File: src/hw/rtl/uer_pkg.sv
`timescale 1ns / 1ps

package uer_pkg;

    // Measurement phases
    localparam logic [1:0] PH_IDLE = 2'd0;
    localparam logic [1:0] PH_TRIG = 2'd1;
    localparam logic [1:0] PH_MEAS = 2'd2;

    // Configuration register indexes
    localparam logic [1:0] CFG_TRIGGER_WIDTH = 2'd0;
    localparam logic [1:0] CFG_TIMEOUT       = 2'd1;
    localparam logic [1:0] CFG_SCALE         = 2'd2;

    // Register reset values; scale is 0.0343 / 2 * 10 in Q16
    localparam logic [9:0]  TRIGGER_WIDTH_RST = 10'd10;
    localparam logic [23:0] TIMEOUT_RST       = 24'd1000000;
    localparam logic [15:0] SCALE_RST         = 16'd11239;

    localparam int          DIST_W   = 18;
    localparam logic [17:0] DIST_MAX = 18'h3FFFF;

    typedef struct packed {
        logic [9:0]  trigger_width_ticks;
        logic [23:0] timeout_ticks;
        logic [15:0] scale_q16;
    } uer_cfg_t;

    typedef struct packed {
        logic action;
        logic sensor_select;
        logic echo_left;
        logic echo_right;
    } uer_item_t;

    typedef struct packed {
        logic              trigger_left;
        logic              trigger_right;
        logic              result_valid;
        logic              result_sensor;
        logic [DIST_W-1:0] distance_tenths_cm;
        logic              timed_out;
        logic              busy_res;
    } uer_result_t;

endpackage

File: src/hw/rtl/uer_core.sv
`timescale 1ns / 1ps

module uer_core
    import uer_pkg::*;
#(
    parameter int COUNT_WIDTH = 24
)
(
    input  logic        clk,
    input  logic        rst_n,
    input  logic        accept,
    input  uer_item_t   item,
    input  uer_cfg_t    cfg,
    output uer_result_t result
);

    localparam int CW = COUNT_WIDTH;
    localparam int EW = (CW > 24) ? CW : 24;
    localparam int PW = CW + 16;
    localparam int SW = CW + DIST_W;

    logic [1:0]    phase_reg, phase_next;
    logic          active_reg, active_next;
    logic [CW-1:0] pc_reg, pc_next;
    logic [CW-1:0] ewc_reg, ewc_next;
    logic          started_reg, started_next;
    logic          prev_reg, prev_next;

    logic          echo;
    logic [CW-1:0] tw_lim;
    logic [EW-1:0] to_ext;
    logic [CW-1:0] to_lim;
    logic [CW-1:0] pc_base;
    logic [CW-1:0] pc_meas;
    logic          meas_go;
    logic [PW-1:0] prod;
    logic [SW-1:0] dist_wide;

    function automatic logic [CW-1:0] sat_inc(input logic [CW-1:0] v);
        sat_inc = (v == {CW{1'b1}}) ? v : v + CW'(1);
    endfunction

    assign echo = active_reg ? item.echo_right : item.echo_left;

    // Zero limits behave as one tick; timeout clips to the counter range
    assign tw_lim = (cfg.trigger_width_ticks == '0) ? CW'(1)
                                                   : CW'(cfg.trigger_width_ticks);
    assign to_ext = EW'(cfg.timeout_ticks);

    always_comb
    begin
        if (to_ext == '0)
        begin
            to_lim = CW'(1);
        end
        else if (to_ext > EW'({CW{1'b1}}))
        begin
            to_lim = {CW{1'b1}};
        end
        else
        begin
            to_lim = to_ext[CW-1:0];
        end
    end

    // Echo width only changes while the echo is high, so the falling-edge
    // tick sees the final width in the register
    assign prod      = PW'(ewc_reg) * PW'(cfg.scale_q16);
    assign dist_wide = SW'(prod[PW-1:16]);

    always_comb
    begin
        phase_next   = phase_reg;
        active_next  = active_reg;
        pc_next      = pc_reg;
        ewc_next     = ewc_reg;
        started_next = started_reg;
        prev_next    = prev_reg;
        pc_base      = pc_reg;
        pc_meas      = pc_reg;
        meas_go      = 1'b0;

        result = '0;

        if (phase_reg == PH_TRIG)
        begin
            if (pc_reg >= tw_lim)
            begin
                meas_go = 1'b1;
                pc_base = '0;
            end
            else
            begin
                pc_next   = sat_inc(pc_reg);
                prev_next = echo;
            end
        end

        if (phase_reg == PH_MEAS || meas_go)
        begin
            phase_next = PH_MEAS;
            pc_meas    = sat_inc(pc_base);
            pc_next    = pc_meas;
            if (echo && !prev_reg)
            begin
                started_next = 1'b1;
                ewc_next     = CW'(1);
            end
            else if (echo && started_reg)
            begin
                ewc_next = sat_inc(ewc_reg);
            end

            if (!echo && prev_reg && started_reg)
            begin
                result.result_valid       = 1'b1;
                result.result_sensor      = active_reg;
                result.distance_tenths_cm = (dist_wide > SW'(DIST_MAX))
                                            ? DIST_MAX : dist_wide[DIST_W-1:0];
                phase_next                = PH_IDLE;
            end
            else if (pc_meas >= to_lim)
            begin
                result.result_valid  = 1'b1;
                result.timed_out     = 1'b1;
                result.result_sensor = active_reg;
                phase_next           = PH_IDLE;
            end
            prev_next = echo;
        end

        // Idle and the spare phase code both take a start request
        if (phase_reg != PH_TRIG && phase_reg != PH_MEAS)
        begin
            phase_next = PH_IDLE;
            if (item.action)
            begin
                active_next  = item.sensor_select;
                phase_next   = PH_TRIG;
                pc_next      = CW'(1);
                ewc_next     = '0;
                started_next = 1'b0;
                prev_next    = item.sensor_select ? item.echo_right : item.echo_left;
            end
        end

        result.trigger_left  = (phase_next == PH_TRIG) && !active_next;
        result.trigger_right = (phase_next == PH_TRIG) && active_next;
        result.busy_res      = (phase_next != PH_IDLE);
    end

    always_ff @(posedge clk or negedge rst_n)
    begin
        if (!rst_n)
        begin
            phase_reg   <= PH_IDLE;
            active_reg  <= 1'b0;
            pc_reg      <= '0;
            ewc_reg     <= '0;
            started_reg <= 1'b0;
            prev_reg    <= 1'b0;
        end
        else if (accept)
        begin
            phase_reg   <= phase_next;
            active_reg  <= active_next;
            pc_reg      <= pc_next;
            ewc_reg     <= ewc_next;
            started_reg <= started_next;
            prev_reg    <= prev_next;
        end
    end

endmodule

File: src/hw/rtl/uer_out_buf.sv
`timescale 1ns / 1ps

module uer_out_buf
    import uer_pkg::*;
(
    input  logic        clk,
    input  logic        rst_n,
    input  logic        in_valid,
    output logic        in_ready,
    input  uer_result_t in_data,
    output logic        out_valid,
    input  logic        out_ready,
    output uer_result_t out_data
);

    logic        out_valid_reg;
    uer_result_t out_data_reg;
    logic        skid_valid_reg;
    uer_result_t skid_data_reg;
    logic        in_fire;

    // Ready comes from a register, so the upstream side never sees out_ready
    assign in_ready  = !skid_valid_reg;
    assign in_fire   = in_valid && !skid_valid_reg;
    assign out_valid = out_valid_reg;
    assign out_data  = out_data_reg;

    always_ff @(posedge clk or negedge rst_n)
    begin
        if (!rst_n)
        begin
            out_valid_reg  <= 1'b0;
            skid_valid_reg <= 1'b0;
        end
        else if (!out_valid_reg || out_ready)
        begin
            if (skid_valid_reg)
            begin
                out_valid_reg  <= 1'b1;
                skid_valid_reg <= 1'b0;
            end
            else
            begin
                out_valid_reg <= in_fire;
            end
        end
        else if (in_fire)
        begin
            skid_valid_reg <= 1'b1;
        end
    end

    always_ff @(posedge clk)
    begin
        if (!out_valid_reg || out_ready)
        begin
            out_data_reg <= skid_valid_reg ? skid_data_reg : in_data;
        end
        else if (in_fire)
        begin
            skid_data_reg <= in_data;
        end
    end

endmodule

File: src/hw/rtl/ultrasonic_echo_ranger.sv
// Two-channel ultrasonic ranger for HC-SR04 style sensors. Each slave-side
// request is one microsecond tick carrying both sampled echo levels and,
// optionally, a start request for one sensor; each tick gives exactly one
// result on the master side with the trigger drive levels, the busy flag and,
// on the tick a measurement ends, the distance in tenths of a centimetre
// ((echo width * scale_q16) >> 16, saturated to 18 bits) or a timeout flag.
// Throughput is one tick per clock unless the master side stalls; the result
// is registered in the output buffer. The state update and the single 24x16
// multiply sit between the tick input and the result register, and a
// two-entry output buffer keeps s_tready registered; under a master-side
// stall, ticks flow until the skid entry fills. Configuration is taken
// at any time via cfg_valid (cfg_ready is always high) but should only be
// written while no measurement is running. Starts arriving while busy are
// dropped.
`timescale 1ns / 1ps

module ultrasonic_echo_ranger
    import uer_pkg::*;
#(
    parameter int COUNT_WIDTH = 24
)
(
    input  logic        clk,
    input  logic        rst_n,

    input  logic        s_tvalid,
    output logic        s_tready,
    input  logic [7:0]  s_tdata,   // [0] echo_left, [1] echo_right, [7:2] zero
    input  logic [1:0]  s_tuser,   // [0] action, [1] sensor_select

    output logic        m_tvalid,
    input  logic        m_tready,
    output logic [23:0] m_tdata,   // [0] trigger_left, [1] trigger_right,
                                   // [19:2] distance_tenths_cm, [20] busy_res,
                                   // [23:21] zero
    output logic [2:0]  m_tuser,   // [0] result_valid, [1] result_sensor,
                                   // [2] timed_out

    input  logic        cfg_valid,
    output logic        cfg_ready,
    input  logic [1:0]  cfg_index,
    input  logic [23:0] cfg_data
);

    uer_cfg_t    cfg_reg;
    uer_item_t   item;
    uer_result_t core_res;
    uer_result_t buf_res;
    logic        accept;

    // Configuration registers; unknown indexes are dropped
    assign cfg_ready = 1'b1;

    always_ff @(posedge clk or negedge rst_n)
    begin
        if (!rst_n)
        begin
            cfg_reg.trigger_width_ticks <= TRIGGER_WIDTH_RST;
            cfg_reg.timeout_ticks       <= TIMEOUT_RST;
            cfg_reg.scale_q16           <= SCALE_RST;
        end
        else if (cfg_valid)
        begin
            case (cfg_index)
                CFG_TRIGGER_WIDTH: cfg_reg.trigger_width_ticks <= cfg_data[9:0];
                CFG_TIMEOUT:       cfg_reg.timeout_ticks       <= cfg_data;
                CFG_SCALE:         cfg_reg.scale_q16           <= cfg_data[15:0];
                default:           ;
            endcase
        end
    end

    assign item.action        = s_tuser[0];
    assign item.sensor_select = s_tuser[1];
    assign item.echo_left     = s_tdata[0];
    assign item.echo_right    = s_tdata[1];

    assign accept = s_tvalid && s_tready;

    uer_core #(
        .COUNT_WIDTH (COUNT_WIDTH)
    ) u_core (
        .clk    (clk),
        .rst_n  (rst_n),
        .accept (accept),
        .item   (item),
        .cfg    (cfg_reg),
        .result (core_res)
    );

    uer_out_buf u_out_buf (
        .clk       (clk),
        .rst_n     (rst_n),
        .in_valid  (s_tvalid),
        .in_ready  (s_tready),
        .in_data   (core_res),
        .out_valid (m_tvalid),
        .out_ready (m_tready),
        .out_data  (buf_res)
    );

    assign m_tdata = {3'b000, buf_res.busy_res, buf_res.distance_tenths_cm,
                      buf_res.trigger_right, buf_res.trigger_left};
    assign m_tuser = {buf_res.timed_out, buf_res.result_sensor, buf_res.result_valid};

endmodule

File: config.mk
export PLATFORM = sky130hd
export DESIGN_NAME = ultrasonic_echo_ranger
export DESIGN_NICKNAME = d
export VERILOG_FILES = /design/src/hw/rtl/uer_pkg.sv /design/src/hw/rtl/uer_core.sv /design/src/hw/rtl/uer_out_buf.sv /design/src/hw/rtl/ultrasonic_echo_ranger.sv
export SDC_FILE = /design/constraint.sdc
export NUM_CORES = 1
export LEC_CHECK = 0
export ABC_CLOCK_PERIOD_IN_PS = 9800
export BUFFER_PORTS_ARGS = -buffer_cell sky130_fd_sc_hd__buf_4
export CAP_MARGIN = 20
export CORE_MARGIN = 5
export CORE_UTILIZATION = 50
export CTS_CLUSTER_DIAMETER = 150
export DETAILED_ROUTE_END_ITERATION = 7
export PLACE_DENSITY = 0.72
export SLEW_MARGIN = 20
export SYNTH_ARGS = -nofsm -noshare
export SYNTH_HDL_FRONTEND = slang
export SYNTH_SLANG_ARGS = --single-unit
File: constraint.sdc
create_clock -name clk -period 9.8 [get_ports clk]
set_clock_uncertainty 0.05 [all_clocks]
set_input_delay 0.49 -clock clk [delete_from_list [all_inputs] [get_ports clk]]
set_output_delay 0.49 -clock clk [all_outputs]
set_load 0.02 [all_outputs]
* Yosys cells after proc, flatten, opt, wreduce, memory -nomap -nowiden *
Cells that the tools add are included.

storage, ports and cells
  input port bits = 41
  bits in registers = 153

cells by class
  multiply operators = 1
  equal/unequal tests = 10
  mux-type cells = 49
  bitwise operators = 1
  $lt $le $gt $ge = 4
  reductions and logical operators = 24
  add/subtract/negate cells = 3

operators by type and width
  operator                                                                number
  24-bit 2-to-1 mux                                                       18
  24-bit by 1-bit adder with 24-bit output, second input constant         3
  24-bit equality test, second input constant                             3
  24-bit >= comparator                                                    2
  24-bit by 16-bit multiplier with 40-bit output                          1
  18-bit 2-to-1 mux                                                       2
  24-bit by 18-bit > comparator with 1-bit output, second input constant  1
  24-bit > comparator, second input constant                              1
  24-bit zero test                                                        1
  1-bit 2-to-1 mux                                                        21
  21-bit 2-to-1 mux                                                       1
  2-bit 2-to-1 mux                                                        6
  10-bit zero test                                                        1
  10-bit 2-to-1 mux                                                       1
  1-bit logical AND                                                       8
  2-bit AND reduction                                                     4
  2-bit by 1-bit equality test with 1-bit output, second input constant   3
  1-bit zero test                                                         5
  2-bit equality test, second input constant                              2
  2-bit nonzero test                                                      2
  2-bit zero test                                                         1
  1-bit logical OR                                                        2
  2-bit by 1-bit != test with 1-bit output, second input constant         1
  2-bit != test, second input constant                                    1
  1-bit inverter                                                          1

* Depth between registers and ports, before layout *
Gate-level depths: netlist of the first run.

  depth in word-level cells = 15
  mapped depth = 28

* Modules after synthesis *
Synthesis of the first run repeated with hierarchy kept, for this count alone.

second synthesis, totals
  cells, all modules = 2253
  area total of the unflattened synthesis = 21069.0 µm²

modules (own cells, without submodules)
  module                  cells an instance  area an instance (µm²)  instances
  uer_core                2056               17076.4                 1
  ultrasonic_echo_ranger  114                2092.0                  1
  uer_out_buf             83                 1900.6                  1

* Least setup slack after synthesis of the first run *
Ideal clock, no wire load.

  path kind = reg-to-reg
  from = reg cfg_reg[9] in the netlist's numbering
  to = reg u_out_buf.out_data_reg, in the netlist u_out_buf.out_data[16] (data pin)
  cell stages (with the launch flop) = 24
  period minus slack after synthesis = 6920 ps
  required time = 9466 ps
  data arrival time = 6586 ps
  path slack = 2880 ps
  library setup time = 284 ps
  cell sequence = dfstp_2 > clkbuf_1 > clkbuf_1 > nand2_1 > fa_1 > inv_1 > fa_1 > fa_1 > fa_1 > fa_1 > inv_1 > fa_1 > inv_1 > ha_1 > nand4_1 > a2111o_1 > a31oi_2 > a21oi_2 > o21a_2 > o31ai_4 > xnor2_1 > a211oi_4 > buf_6 > a31oi_1

between the ends
  longest elaborated chain between the ends = 6

RTL lines
  item                                              line                          text
  start, declared                                   ultrasonic_echo_ranger.sv:45  uer_cfg_t cfg_reg;
  24-bit by 16-bit multiplier with 40-bit output *  uer_core.sv:68                assign prod = PW'(ewc_reg) * PW'(cfg.scale_q16);
  24-bit by 18-bit > comparator with 1-bit output   uer_core.sv:118               result.distance_tenths_cm = (dist_wide > SW'(DIST_MAX))
  18-bit 2-to-1 mux *                               uer_core.sv:119               ? DIST_MAX : dist_wide[DIST_W-1:0];
  18-bit 2-to-1 mux *                               uer_core.sv:114               if (!echo && prev_reg && started_reg)
  21-bit 2-to-1 mux *                               uer_core.sv:99                if (phase_reg == PH_MEAS || meas_go)
  24-bit 2-to-1 mux *                               uer_out_buf.sv:57             out_data_reg <= skid_valid_reg ? skid_data_reg : in_data;
  end signal, assigned                              uer_out_buf.sv:57
  end, declared                                     uer_out_buf.sv:17             uer_result_t out_data_reg;

Mark *: on every way between the ends. The rest lies on a longest branch, timed or not.
A chain may end at the register's enable or synchronous reset.

* Final worst setup path of the first run *
  from = reg cfg_reg[10] in the netlist's numbering
  to = reg u_out_buf.out_data_reg, in the netlist u_out_buf.out_data[11] (data pin)

Same word-level chain as after synthesis.

==> reports/qor.txt, run 1 <==
Total of flip-flops plus latches after synthesis - 153
Run status - complete, no violations
Number of hold violations in the final report - 0
Final Cell Area - 22,200 um^2
Global-route wire length before repair - 89.8 mm
Ratio of cells with drive above 1 in the final layout - 0.0841
Number of standard cells in the layout, taps in and fillers out - 2,816
Area of combinational cells with multiple inputs - 14,800 um^2
Hold path cells - 3
Max Freq - 0.125 GHz
Static Leak - 10.5 nW
Hold_buf cts - 1
Commonest cells after routing, fill and taps aside - 402 x sky130_fd_sc_hd__inv_1, 305 x sky130_fd_sc_hd__fa_1, 302 x sky130_fd_sc_hd__nand2_1
Largest register FFs - 50
Actual slew at the worst max-slew pin - 1.11 ns
Setup Fix Bufs, Post-CTS - 0
Unrepaired setup endpoints after global routing - no
IO buf count - 60
Fillcell total - 3,689
Design internal power - 1.36 mW
Switching share of power - 0.397
Post-Place Worst Slack - 1.67 ns
Final critical delay including setup and external delays - 8.02 ns
Max-slew violations - 0
Initial DRT Pass Iterations - 5
Final setup viols - 0
Number of distinct library cell variants in the gate-level netlist after synthesis - 74
Clock buffer depth - 2
NumNets Final - 2,765
TritonCTS clock tree - built
Sum Neg Setup Slack - 0 ns
Vias in the first global route - 17,316
Min-Delay Path Class - primary input to flop
Reg2reg path depth - 20
Cells after DPL - 2,782
Type of element capturing the critical path - flop
Most common cell after layout, fill and taps aside - sky130_fd_sc_hd__inv_1
Overall routed net length - 53.0 mm
Mean Syn Cell Area - 9.06 um^2
Synth-to-layout area growth - 6.42%
Horizontal die dimension - 214 um
PnR worst setup slack - 1.78 ns
Combinational Power Share - 0.285
Number of max-cap violations - 0
Flop pwr share - 0.412
Top fanout value on the critical path - 36
Net switching power - 0.895 mW
Total power - 2.26 mW
Async set-reset flop share out of synthesis - 0.686
I/O pins - 71
Post-cts gate resize count - 0
Initial drt markers - 1,225
Max H-tree Level - 4
Number of placement rows - 74
Clk_lat worst skew - 0.45 ns
Die height - 214 um
Remaining number of nets flagged by the antenna check after routing - 0
Critical R2R Capture - u_out_buf.out_data[11]$_DFFE_PN_
Terminating pin of the worst hold path - u_out_buf.out_valid$_DFFE_PN0N_
Minimum setup slack among reg-to-reg paths - 1.78 ns
Prevailing post-synth register cell - sky130_fd_sc_hd__dfrtp_1
WL/cell - 18.8 um
CP Data Arrival Time - 8.13 ns
Total cell area at the placement stage - 21,600 um^2
Total area of sequential cells - 4090 um^2
Number of remaining DRC errors - 0
Overflow left after global routing - 0
Startpoint of the most critical register-to-register path - cfg_reg[10]$_DFFE_PN0P_
Via density per instance - 5.70
Routability Congestion - 0.905
Core Region - 41,000 um^2
Antenna violations before repair - 0
Required time at the endpoint of the critical path - 9.91 ns
Number of warnings issued by yosys - 0
N_diodes - 0
Final HPWL DP - 39.4 mm
Count of mapped cells out of synthesis - 2,302
DR vias - 16,048
Hold path startpoint - s_tvalid
Maximum number of pins on one net before global-route repair - 73
Post-CTS clock slew at the launch and capture registers of the worst setup and hold paths - 0.07 ns
IR drop worst, VDD - 128 uV
GRT Resource Usage Total - 0.239
Clock sink count - 153
Total standard cell area after synthesis - 20,900 um^2
CP startpoint kind - flop
Areal power density over the cells - 102 nW/um^2
Portion of the post-synthesis area used by sequential elements - 0.196
Cell chosen for the clock root - sky130_fd_sc_hd__clkbuf_16
Total die area - 45,900 um^2
Number of buffers created by CTS - 17
Initial standard-cell utilization of the core - 0.509
Remaining max-slew budget at the tightest pin - 0.261
Number of synthesized flops with an enable pin - 48
Critical setup path kind - flop to flop
Relative contribution of the clock network to total power - 0.302
Final worst-path cycle share - 0.818
[how the worst max path moves through the flow]
stage                     cells after the start                          endpoint  slack (ns)               startpoint
after floorplan                              23  u_out_buf.out_data[16]$_DFFE_PN_        2.88   cfg_reg[9]$_DFFE_PN1P_
after global placement                       20  u_out_buf.out_data[11]$_DFFE_PN_        1.76  cfg_reg[10]$_DFFE_PN0P_
after detailed placement                     20  u_out_buf.out_data[17]$_DFFE_PN_        1.67  cfg_reg[10]$_DFFE_PN0P_
after CTS                                    20  u_out_buf.out_data[17]$_DFFE_PN_        1.65  cfg_reg[10]$_DFFE_PN0P_
after global routing                         20  u_out_buf.out_data[17]$_DFFE_PN_        1.45  cfg_reg[10]$_DFFE_PN0P_
final                                        20  u_out_buf.out_data[11]$_DFFE_PN_        1.78  cfg_reg[10]$_DFFE_PN0P_
[routing by layer]
metal	vias up	wire, um	global-route usage
met5	-	0	0
met4	0	1490	0.0775
met3	104	3220	0.0383
met2	555	25800	0.402
met1	8123	22500	0.319
li1	7266	-	-
[critical path, cell delays in order (launching register included)]
cell,delay [ns]
sky130_fd_sc_hd__dfrtp_1,1.08
sky130_fd_sc_hd__nand2_1,0.20
sky130_fd_sc_hd__fa_1,0.59
sky130_fd_sc_hd__inv_1,0.06
sky130_fd_sc_hd__fa_1,0.50
sky130_fd_sc_hd__fa_1,0.51
sky130_fd_sc_hd__fa_1,0.53
sky130_fd_sc_hd__fa_1,0.55
sky130_fd_sc_hd__inv_1,0.06
sky130_fd_sc_hd__fa_1,0.58
sky130_fd_sc_hd__inv_1,0.05
sky130_fd_sc_hd__ha_1,0.39
sky130_fd_sc_hd__a21oi_1,0.24
sky130_fd_sc_hd__a21boi_0,0.41
sky130_fd_sc_hd__nor3b_1,0.40
sky130_fd_sc_hd__a21oi_1,0.26
sky130_fd_sc_hd__nor4_1,0.34
sky130_fd_sc_hd__o2111ai_1,0.20
sky130_fd_sc_hd__a211oi_4,0.18
sky130_fd_sc_hd__buf_4,0.40
sky130_fd_sc_hd__a31oi_1,0.15
[power by group through the flow]
stage	Combinational, mW	Sequential (mW)	Clock (mW)
after detailed placement	0.641	0.935	0
final	0.644	0.930	0.682
after CTS	0.645	0.925	0.692
after global routing	0.723	0.944	0.724
after floorplan	0.493	0.821	0
after global placement	0.623	0.930	0
[kinds of logic after synthesis]
| logic type | Yosys count | share of synthesized area |
|---|---|---|
| and+or+nand+nor | 732 | 0.170 |
| adders and majority gates | 453 | 0.381 |
| muxes | 49 | 0.0262 |
| AOI/OAI and AO/OA | 323 | 0.102 |
| other | 2 | 0.000360 |
| buffers and inverters | 529 | 0.0979 |
| DFF | 153 | 0.196 |
| xor gates and xnor gates | 61 | 0.0260 |
[synthesized netlist by cell type, types with 36 or more instances]
master	n	area [um^2]
sky130_fd_sc_hd__nor2_1	98	368
sky130_fd_sc_hd__clkbuf_1	110	413
sky130_fd_sc_hd__a21oi_1	86	430
sky130_fd_sc_hd__ha_1	148	1850
sky130_fd_sc_hd__edfxtp_1	48	1440
sky130_fd_sc_hd__inv_1	402	1510
sky130_fd_sc_hd__nand3_1	36	180
sky130_fd_sc_hd__fa_1	305	6110
sky130_fd_sc_hd__nand2_1	302	1130
sky130_fd_sc_hd__xnor2_1	40	350
sky130_fd_sc_hd__o21ai_0	79	395
sky130_fd_sc_hd__dfrtp_1	86	2150
sky130_fd_sc_hd__mux2_2	45	507
sky130_fd_sc_hd__and2_1	165	1030
[cell type report]
| cell class | count | area share |
|---|---|---|
| Sequential cell | 153 | 0.184 |
| Inverter | 402 | 0.0680 |
| Tap cell | 532 | 0.0300 |
| Timing Repair Buffer | 75 | 0.0256 |
| Multi-Input combinational cell | 1622 | 0.665 |
| Clock buffer | 17 | 0.0192 |
| Clock inverter | 15 | 0.00806 |
[metrics by stage]
stage,util,hold WS (ns)
after floorplan,-,0.144
final,0.541,0.217
after CTS,0.541,0.199
after global placement,0.526,0.434
after detailed placement,0.526,0.434
after global routing,0.541,0.196
Power figures use the tool's default switching activity.
==> inputs of run 2 (changes only) <==
--- a/config.mk
+++ b/config.mk
@@ -5,14 +5,14 @@
 export SDC_FILE = /design/constraint.sdc
 export NUM_CORES = 1
 export LEC_CHECK = 0
-export ABC_CLOCK_PERIOD_IN_PS = 9800
+export ABC_CLOCK_PERIOD_IN_PS = 6630
 export BUFFER_PORTS_ARGS = -buffer_cell sky130_fd_sc_hd__buf_4
 export CAP_MARGIN = 20
 export CORE_MARGIN = 5
 export CORE_UTILIZATION = 50
 export CTS_CLUSTER_DIAMETER = 150
 export DETAILED_ROUTE_END_ITERATION = 7
-export PLACE_DENSITY = 0.72
+export PLACE_DENSITY = 0.75
 export SLEW_MARGIN = 20
 export SYNTH_ARGS = -nofsm -noshare
 export SYNTH_HDL_FRONTEND = slang
==> constraint.sdc (replaced) <==
create_clock -name clk -period 6.63 [get_ports clk]
set_clock_uncertainty 0.05 [all_clocks]
set_input_delay 0.3315 -clock clk [delete_from_list [all_inputs] [get_ports clk]]
set_output_delay 0.3315 -clock clk [all_outputs]
set_load 0.02 [all_outputs]
==> run 2 against run 1 <==
Compared with the run above: power is 60% higher; die area stayed put; critical path depth is 6 higher; the run now ends with negative setup slack left; sequential power is 34% higher; sequential share of layout area is 2.0 points lower; sequential cell count stayed put; clock power is 50% higher; hold slack worse by 0.16 ns; first-iteration DRC count is 15% higher.
==> reports/qor.txt, run 2 (synthesized netlist as in run 1, its figures left out) <==
Required time at the endpoint of the critical path - 6.74 ns
Number of buffers created by CTS - 17
Global routing met3 resource utilization - 0.0350
Static Leak - 11.9 nW
Commonest cells after routing, fill and taps aside - 387 x sky130_fd_sc_hd__inv_1, 289 x sky130_fd_sc_hd__fa_1, 288 x sky130_fd_sc_hd__nand2_1
Most Crowded Layer GR - met2
Routability Congestion - 0.915
Flop pwr share - 0.348
Post-CTS clock slew at the launch and capture registers of the worst setup and hold paths - 0.08 ns
Vias in the first global route - 18,750
Relative contribution of the clock network to total power - 0.284
Type of element capturing the critical path - flop
Synth-to-layout area growth - 20.2%
WL/cell - 18.7 um
Overflow left after global routing - 0
Remaining max-slew budget at the tightest pin - 0.305
Min-Delay Path Class - primary input to flop
Sum Neg Setup Slack - -12.39 ns
Global Route met1 Usage - 0.335
IO buf count - 60
Largest register FFs - 50
CP Data Arrival Time - 7.13 ns
Top fanout value on the critical path - 6
Met2 track utilization from global routing - 0.436
Unrepaired setup endpoints after global routing - yes
Antenna violations before repair - 1
Clock buffer depth - 2
Design internal power - 2.18 mW
Total die area - 45,900 um^2
Switching share of power - 0.395
IR drop worst, VDD - 319 uV
Initial DRT Pass Iterations - 6
Run status - finished, violations left
Horizontal die dimension - 214 um
DR vias - 17,420
Max Freq - 0.142 GHz
Post-layout util - 0.611
Max H-tree Level - 4
Maximum number of pins on one net before global-route repair - 66
Net switching power - 1.42 mW
Actual slew at the worst max-slew pin - 1.04 ns
Combinational Power Share - 0.367
Final setup viols - 36
GRT Resource Usage Total - 0.254
Via density per instance - 5.67
Die height - 214 um
TritonCTS clock tree - built
Core Region - 41,000 um^2
Failing checks - negative setup slack
Overall routed net length - 57.4 mm
Critical setup path kind - flop to flop
Initial drt markers - 1,414
Number of max-cap violations - 0
Number of hold violations in the final report - 0
Max-slew violations - 0
Final critical delay including setup and external delays - 7.03 ns
Clk_lat worst skew - 0.45 ns
NumNets Final - 3,020
Remaining number of nets flagged by the antenna check after routing - 0
Initial standard-cell utilization of the core - 0.509
I/O pins - 71
Total power - 3.60 mW
Clock sink count - 153
PnR worst setup slack - -0.396 ns
Final HPWL DP - 44.3 mm
Ratio of cells with drive above 1 in the final layout - 0.223
Number of placement rows - 74
Areal power density over the cells - 144 nW/um^2
Most common cell after layout, fill and taps aside - sky130_fd_sc_hd__inv_1
Cell chosen for the clock root - sky130_fd_sc_hd__clkbuf_16
Global-route wire length before repair - 95.7 mm
Final worst-path cycle share - 1.06
N_diodes - 0
Number of remaining DRC errors - 0
CP startpoint kind - flop
[run 2: timing repair]
| item | CTS | global route |
|---|---|---|
| pin swaps | 47 | 62 |
| hold buffers | 1 | 0 |
| gates resized for setup | 88 | 70 |
| endpoints found under the setup margin | 36 | 36 |
| endpoints found under the hold margin | 40 | 0 |
| cloned | 5 | 1 |
| buffers inserted | 44 | 11 |
[run 2: power groups by stage]
stage / Clock [mW] / Combinational, mW / Sequential, mW
finish: 1.02 / 1.32 / 1.25
global route: 1.08 / 1.44 / 1.27
CTS: 1.04 / 1.26 / 1.25
detailed placement: 0 / 1.15 / 1.28
global placement: 0 / 1.12 / 1.27
floorplan: 0 / 0.748 / 1.21
[run 2: worst max-delay path, stage by stage (launching register included)]
cell and delay [ns]:
sky130_fd_sc_hd__dfstp_2 0.69, sky130_fd_sc_hd__buf_6 0.15, sky130_fd_sc_hd__buf_6 0.09, sky130_fd_sc_hd__and2_4 0.13
sky130_fd_sc_hd__fa_1 0.43, sky130_fd_sc_hd__inv_1 0.09, sky130_fd_sc_hd__fa_1 0.45, sky130_fd_sc_hd__fa_2 0.54
sky130_fd_sc_hd__inv_1 0.05, sky130_fd_sc_hd__fa_1 0.44, sky130_fd_sc_hd__fa_1 0.49, sky130_fd_sc_hd__inv_1 0.05
sky130_fd_sc_hd__fa_1 0.55, sky130_fd_sc_hd__inv_2 0.05, sky130_fd_sc_hd__ha_4 0.26, sky130_fd_sc_hd__nand4_1 0.15
sky130_fd_sc_hd__a2111o_1 0.36, sky130_fd_sc_hd__a31oi_4 0.18, sky130_fd_sc_hd__a21oi_2 0.09, sky130_fd_sc_hd__o21a_2 0.27
sky130_fd_sc_hd__o211ai_1 0.23, sky130_fd_sc_hd__nand3_1 0.16, sky130_fd_sc_hd__a211oi_4 0.26, sky130_fd_sc_hd__buf_6 0.16
sky130_fd_sc_hd__buf_12 0.12, sky130_fd_sc_hd__buf_12 0.12, sky130_fd_sc_hd__a31oi_1 0.08
[run 2: metrics by stage]
step	area [um^2]	instances	setup slack (ns)	hold slack, ns
global placement	23200	2977	-0.271	0.316
floorplan	21100	2304	0.00582	-0.0141
detailed placement	23200	2977	-0.375	0.317
CTS	24700	3059	-0.260	0.0354
finish	25100	3071	-0.396	0.0571
global route	25100	3071	-0.615	0.0376
[run 2: final timing paths]
check                                           startpoint                               end  slack, ns  cells after the start
hold / removal                                cfg_data[23]           cfg_reg[39]$_DFFE_PN0P_       0.06                      2
hold reg to reg            u_core.phase_reg[0]$_DFFE_PN0P_   u_core.phase_reg[0]$_DFFE_PN0P_       0.48                      1
setup / recovery                    cfg_reg[6]$_DFFE_PN1P_  u_out_buf.out_data[17]$_DFFE_PN_      -0.40                     26
setup reg to reg                    cfg_reg[6]$_DFFE_PN1P_  u_out_buf.out_data[17]$_DFFE_PN_      -0.40                     26
min in group asynchronous                            rst_n     u_core.pc_reg[22]$_DFFE_PN0P_       0.36                      2
max in group asynchronous                            rst_n           cfg_reg[12]$_DFFE_PN0P_       4.86                      3
[run 2: area by class of cell]
cell class | instances | area (um^2)
Clock buffer | 17 | 425
Clock inverter | 15 | 198
Fill cell | 3312 | 15900
Inverter | 402 | 1510
Multi-Input combinational cell | 1622 | 15300
Sequential cell | 153 | 4110
Tap cell | 532 | 666
Timing Repair Buffer | 330 | 2850
[run 2: routing by layer]
layer / part of all wire / wire length (um)
met1: 0.40 / 23200
met2: 0.50 / 28600
met3: 0.063 / 3640
met4: 0.033 / 1870
met5: 0.00023 / 13
==> inputs of run 3 (changes only) <==
--- a/config.mk
+++ b/config.mk
@@ -6,13 +6,15 @@
 export NUM_CORES = 1
 export LEC_CHECK = 0
 export ABC_CLOCK_PERIOD_IN_PS = 6630
-export BUFFER_PORTS_ARGS = -buffer_cell sky130_fd_sc_hd__buf_4
+export BUFFER_PORTS_ARGS = -buffer_cell sky130_fd_sc_hd__buf_2
 export CAP_MARGIN = 20
+export CELL_PAD_IN_SITES_DETAIL_PLACEMENT = 0
+export CELL_PAD_IN_SITES_GLOBAL_PLACEMENT = 1
 export CORE_MARGIN = 5
-export CORE_UTILIZATION = 50
+export CORE_UTILIZATION = 46
 export CTS_CLUSTER_DIAMETER = 150
 export DETAILED_ROUTE_END_ITERATION = 7
-export PLACE_DENSITY = 0.75
+export PLACE_DENSITY = 0.85
 export SLEW_MARGIN = 20
 export SYNTH_ARGS = -nofsm -noshare
 export SYNTH_HDL_FRONTEND = slang
==> run 3 against run 2 <==
Compared with the run above: the run still ends with negative setup slack left; routed wire length is 3.1% lower; combinational power down 5%; power is 3.8% lower; die area rose by 8.3%; critical path type unchanged; highest routed layer is now met4.
==> reports/qor.txt, run 3 (synthesized netlist as in run 1, its figures left out) <==
Failing checks - negative setup slack
Unrepaired setup endpoints after global routing - yes
Actual slew at the worst max-slew pin - 1.13 ns
PnR worst setup slack - -0.332 ns
Cell chosen for the clock root - sky130_fd_sc_hd__clkbuf_16
Final HPWL DP - 44.7 mm
Ratio of cells with drive above 1 in the final layout - 0.207
Top fanout value on the critical path - 8
Worst Hold Margin - 0.0746 ns
Overall routed net length - 55.6 mm
Initial drt markers - 1,207
IR drop worst, VDD - 195 uV
Static Leak - 11.8 nW
Remaining number of nets flagged by the antenna check after routing - 0
Min-Delay Path Class - primary input to flop
Clock buffer depth - 2
WL/cell - 17.7 um
Flop pwr share - 0.360
Type of element capturing the critical path - flop
Cells after DPL - 3,056
Max Freq - 0.144 GHz
Combinational Power Share - 0.362
Number of max-cap violations - 0
Total die area - 49,700 um^2
Areal power density over the cells - 141 nW/um^2
Number of remaining DRC errors - 0
CP startpoint kind - flop
Initial standard-cell utilization of the core - 0.463
Critical setup path kind - flop to flop
Initial DRT Pass Iterations - 7
Relative contribution of the clock network to total power - 0.278
Core Region - 45,100 um^2
Final critical delay including setup and external delays - 6.96 ns
NumNets Final - 3,013
Number of hold violations in the final report - 0
TritonCTS clock tree - built
Most common cell after layout, fill and taps aside - sky130_fd_sc_hd__inv_1
I/O pins - 71
Routability Congestion - 0.935
Fillcell total - 4,080
Max H-tree Level - 4
Remaining max-slew budget at the tightest pin - 0.239
Number of placement rows - 78
Total power - 3.46 mW
IO buf count - 60
Final worst-path cycle share - 1.05
Via density per instance - 5.40
Design internal power - 2.14 mW
Max-slew violations - 0
Clk_lat worst skew - 0.45 ns
Run status - finished, violations left
Number of standard cells in the layout, taps in and fillers out - 3,132
Number of buffers created by CTS - 17
Final setup viols - 36
Required time at the endpoint of the critical path - 6.74 ns
Commonest cells after routing, fill and taps aside - 386 x sky130_fd_sc_hd__inv_1, 295 x sky130_fd_sc_hd__nand2_1, 294 x sky130_fd_sc_hd__fa_1
Global-route wire length before repair - 92.0 mm
Vias in the first global route - 17,699
DR vias - 16,909
Largest register FFs - 50
Overflow left after global routing - 0
Net switching power - 1.32 mW
Clock sink count - 153
Antenna violations before repair - 0
GRT Resource Usage Total - 0.226
Die height - 223 um
Post-CTS clock slew at the launch and capture registers of the worst setup and hold paths - 0.06 ns
Synth-to-layout area growth - 17.8%
N_diodes - 0
Switching share of power - 0.382
Maximum number of pins on one net before global-route repair - 73
CP Data Arrival Time - 7.07 ns
Horizontal die dimension - 223 um
run 3: cell types whose count changed in the layout (fill, tap and decap cells not counted), moves of 4 or more:
| cell | change |
|---|---|
| sky130_fd_sc_hd__fa_1 | +5 |
| sky130_fd_sc_hd__ha_4 | -4 |
| sky130_fd_sc_hd__inv_6 | +4 |
| sky130_fd_sc_hd__inv_8 | -4 |
| sky130_fd_sc_hd__buf_6 | -13 |
| sky130_fd_sc_hd__nand2_1 | +7 |
| sky130_fd_sc_hd__buf_2 | +59 |
| sky130_fd_sc_hd__a21oi_2 | -4 |
| sky130_fd_sc_hd__buf_4 | -49 |
| sky130_fd_sc_hd__ha_1 | +4 |
| sky130_fd_sc_hd__clkinv_8 | -4 |
| sky130_fd_sc_hd__nand2_2 | -7 |
| sky130_fd_sc_hd__a31oi_1 | +4 |
| sky130_fd_sc_hd__fa_2 | -5 |
run 3: area by class of cell:
type	count	area, um^2	share of cell area
Multi-Input combinational cell	1622	15100	0.614
Sequential cell	153	4110	0.167
Timing Repair Buffer	323	2540	0.103
Inverter	402	1510	0.0614
Tap cell	600	751	0.0305
Clock buffer	21	472	0.0192
Clock inverter	11	103	0.00417
run 3: final timing paths:
check / start / to / slack (ns) / cells after the start
worst max-delay path: cfg_reg[1]$_DFFE_PN1P_ / u_out_buf.out_data[13]$_DFFE_PN_ / -0.33 / 26
worst min-delay path: cfg_data[18] / cfg_reg[34]$_DFFE_PN1P_ / 0.07 / 2
worst max register to register: cfg_reg[1]$_DFFE_PN1P_ / u_out_buf.out_data[13]$_DFFE_PN_ / -0.33 / 26
worst min register to register: cfg_reg[41]$_DFFE_PN1P_ / cfg_reg[41]$_DFFE_PN1P_ / 0.47 / 2
max in group asynchronous: rst_n / u_core.ewc_reg[10]$_DFFE_PN0P_ / 4.82 / 3
min in group asynchronous: rst_n / u_core.pc_reg[16]$_DFFE_PN0P_ / 0.33 / 2
run 3: metrics by stage:
stage                     setup TNS [ns]  cell area (um^2)  utilization  setup WS, ns
after CTS                          -8.98             24000        0.532        -0.291
after floorplan                        0             21100            -       0.00582
after detailed placement          -13.66             23200        0.515        -0.435
after global routing              -18.50             24600        0.545        -0.545
final                             -10.67             24600        0.545        -0.332
after global placement             -7.95             23200        0.515        -0.263
run 3: repair_timing:
action                                 CTS  global route
cloned                                   1             4
gates resized for setup                 21            80
buffers inserted                        14            23
hold buffers                             1             0
pin swaps                                8            69
setup endpoints to repair               36            36
endpoints found under the hold margin   33             0
run 3: metal layers:
layer,global-route usage,part of all wire
met1,0.312,0.43
met3,0.0258,0.053
met4,0.0609,0.024
met2,0.381,0.49
met5,0,0
run 3: worst max-delay path, cell delays in order, from the launching register on:
cell and delay (ns):
sky130_fd_sc_hd__dfstp_2 0.63, sky130_fd_sc_hd__buf_12 0.15, sky130_fd_sc_hd__buf_6 0.10, sky130_fd_sc_hd__nand2_1 0.06, sky130_fd_sc_hd__fa_1 0.48, sky130_fd_sc_hd__inv_1 0.06
sky130_fd_sc_hd__fa_1 0.47, sky130_fd_sc_hd__inv_1 0.05, sky130_fd_sc_hd__fa_2 0.51, sky130_fd_sc_hd__inv_1 0.05, sky130_fd_sc_hd__fa_2 0.46, sky130_fd_sc_hd__fa_1 0.49
sky130_fd_sc_hd__inv_1 0.05, sky130_fd_sc_hd__fa_1 0.55, sky130_fd_sc_hd__inv_2 0.06, sky130_fd_sc_hd__ha_4 0.29, sky130_fd_sc_hd__nand2_4 0.06, sky130_fd_sc_hd__a2111o_1 0.39
sky130_fd_sc_hd__a31oi_4 0.18, sky130_fd_sc_hd__a21oi_2 0.09, sky130_fd_sc_hd__o21a_2 0.26, sky130_fd_sc_hd__o211ai_1 0.29, sky130_fd_sc_hd__nand3_1 0.18, sky130_fd_sc_hd__a211oi_4 0.28
sky130_fd_sc_hd__buf_6 0.20, sky130_fd_sc_hd__clkbuf_16 0.17, sky130_fd_sc_hd__a31oi_1 0.07
run 3: power by group through the flow:
stage	Sequential, mW	Clock, mW	Combinational, mW
after detailed placement	1.27	0	1.14
after floorplan	1.21	0	0.748
final	1.25	0.962	1.25
after global routing	1.26	1.02	1.37
after CTS	1.24	0.982	1.19
after global placement	1.27	0	1.11
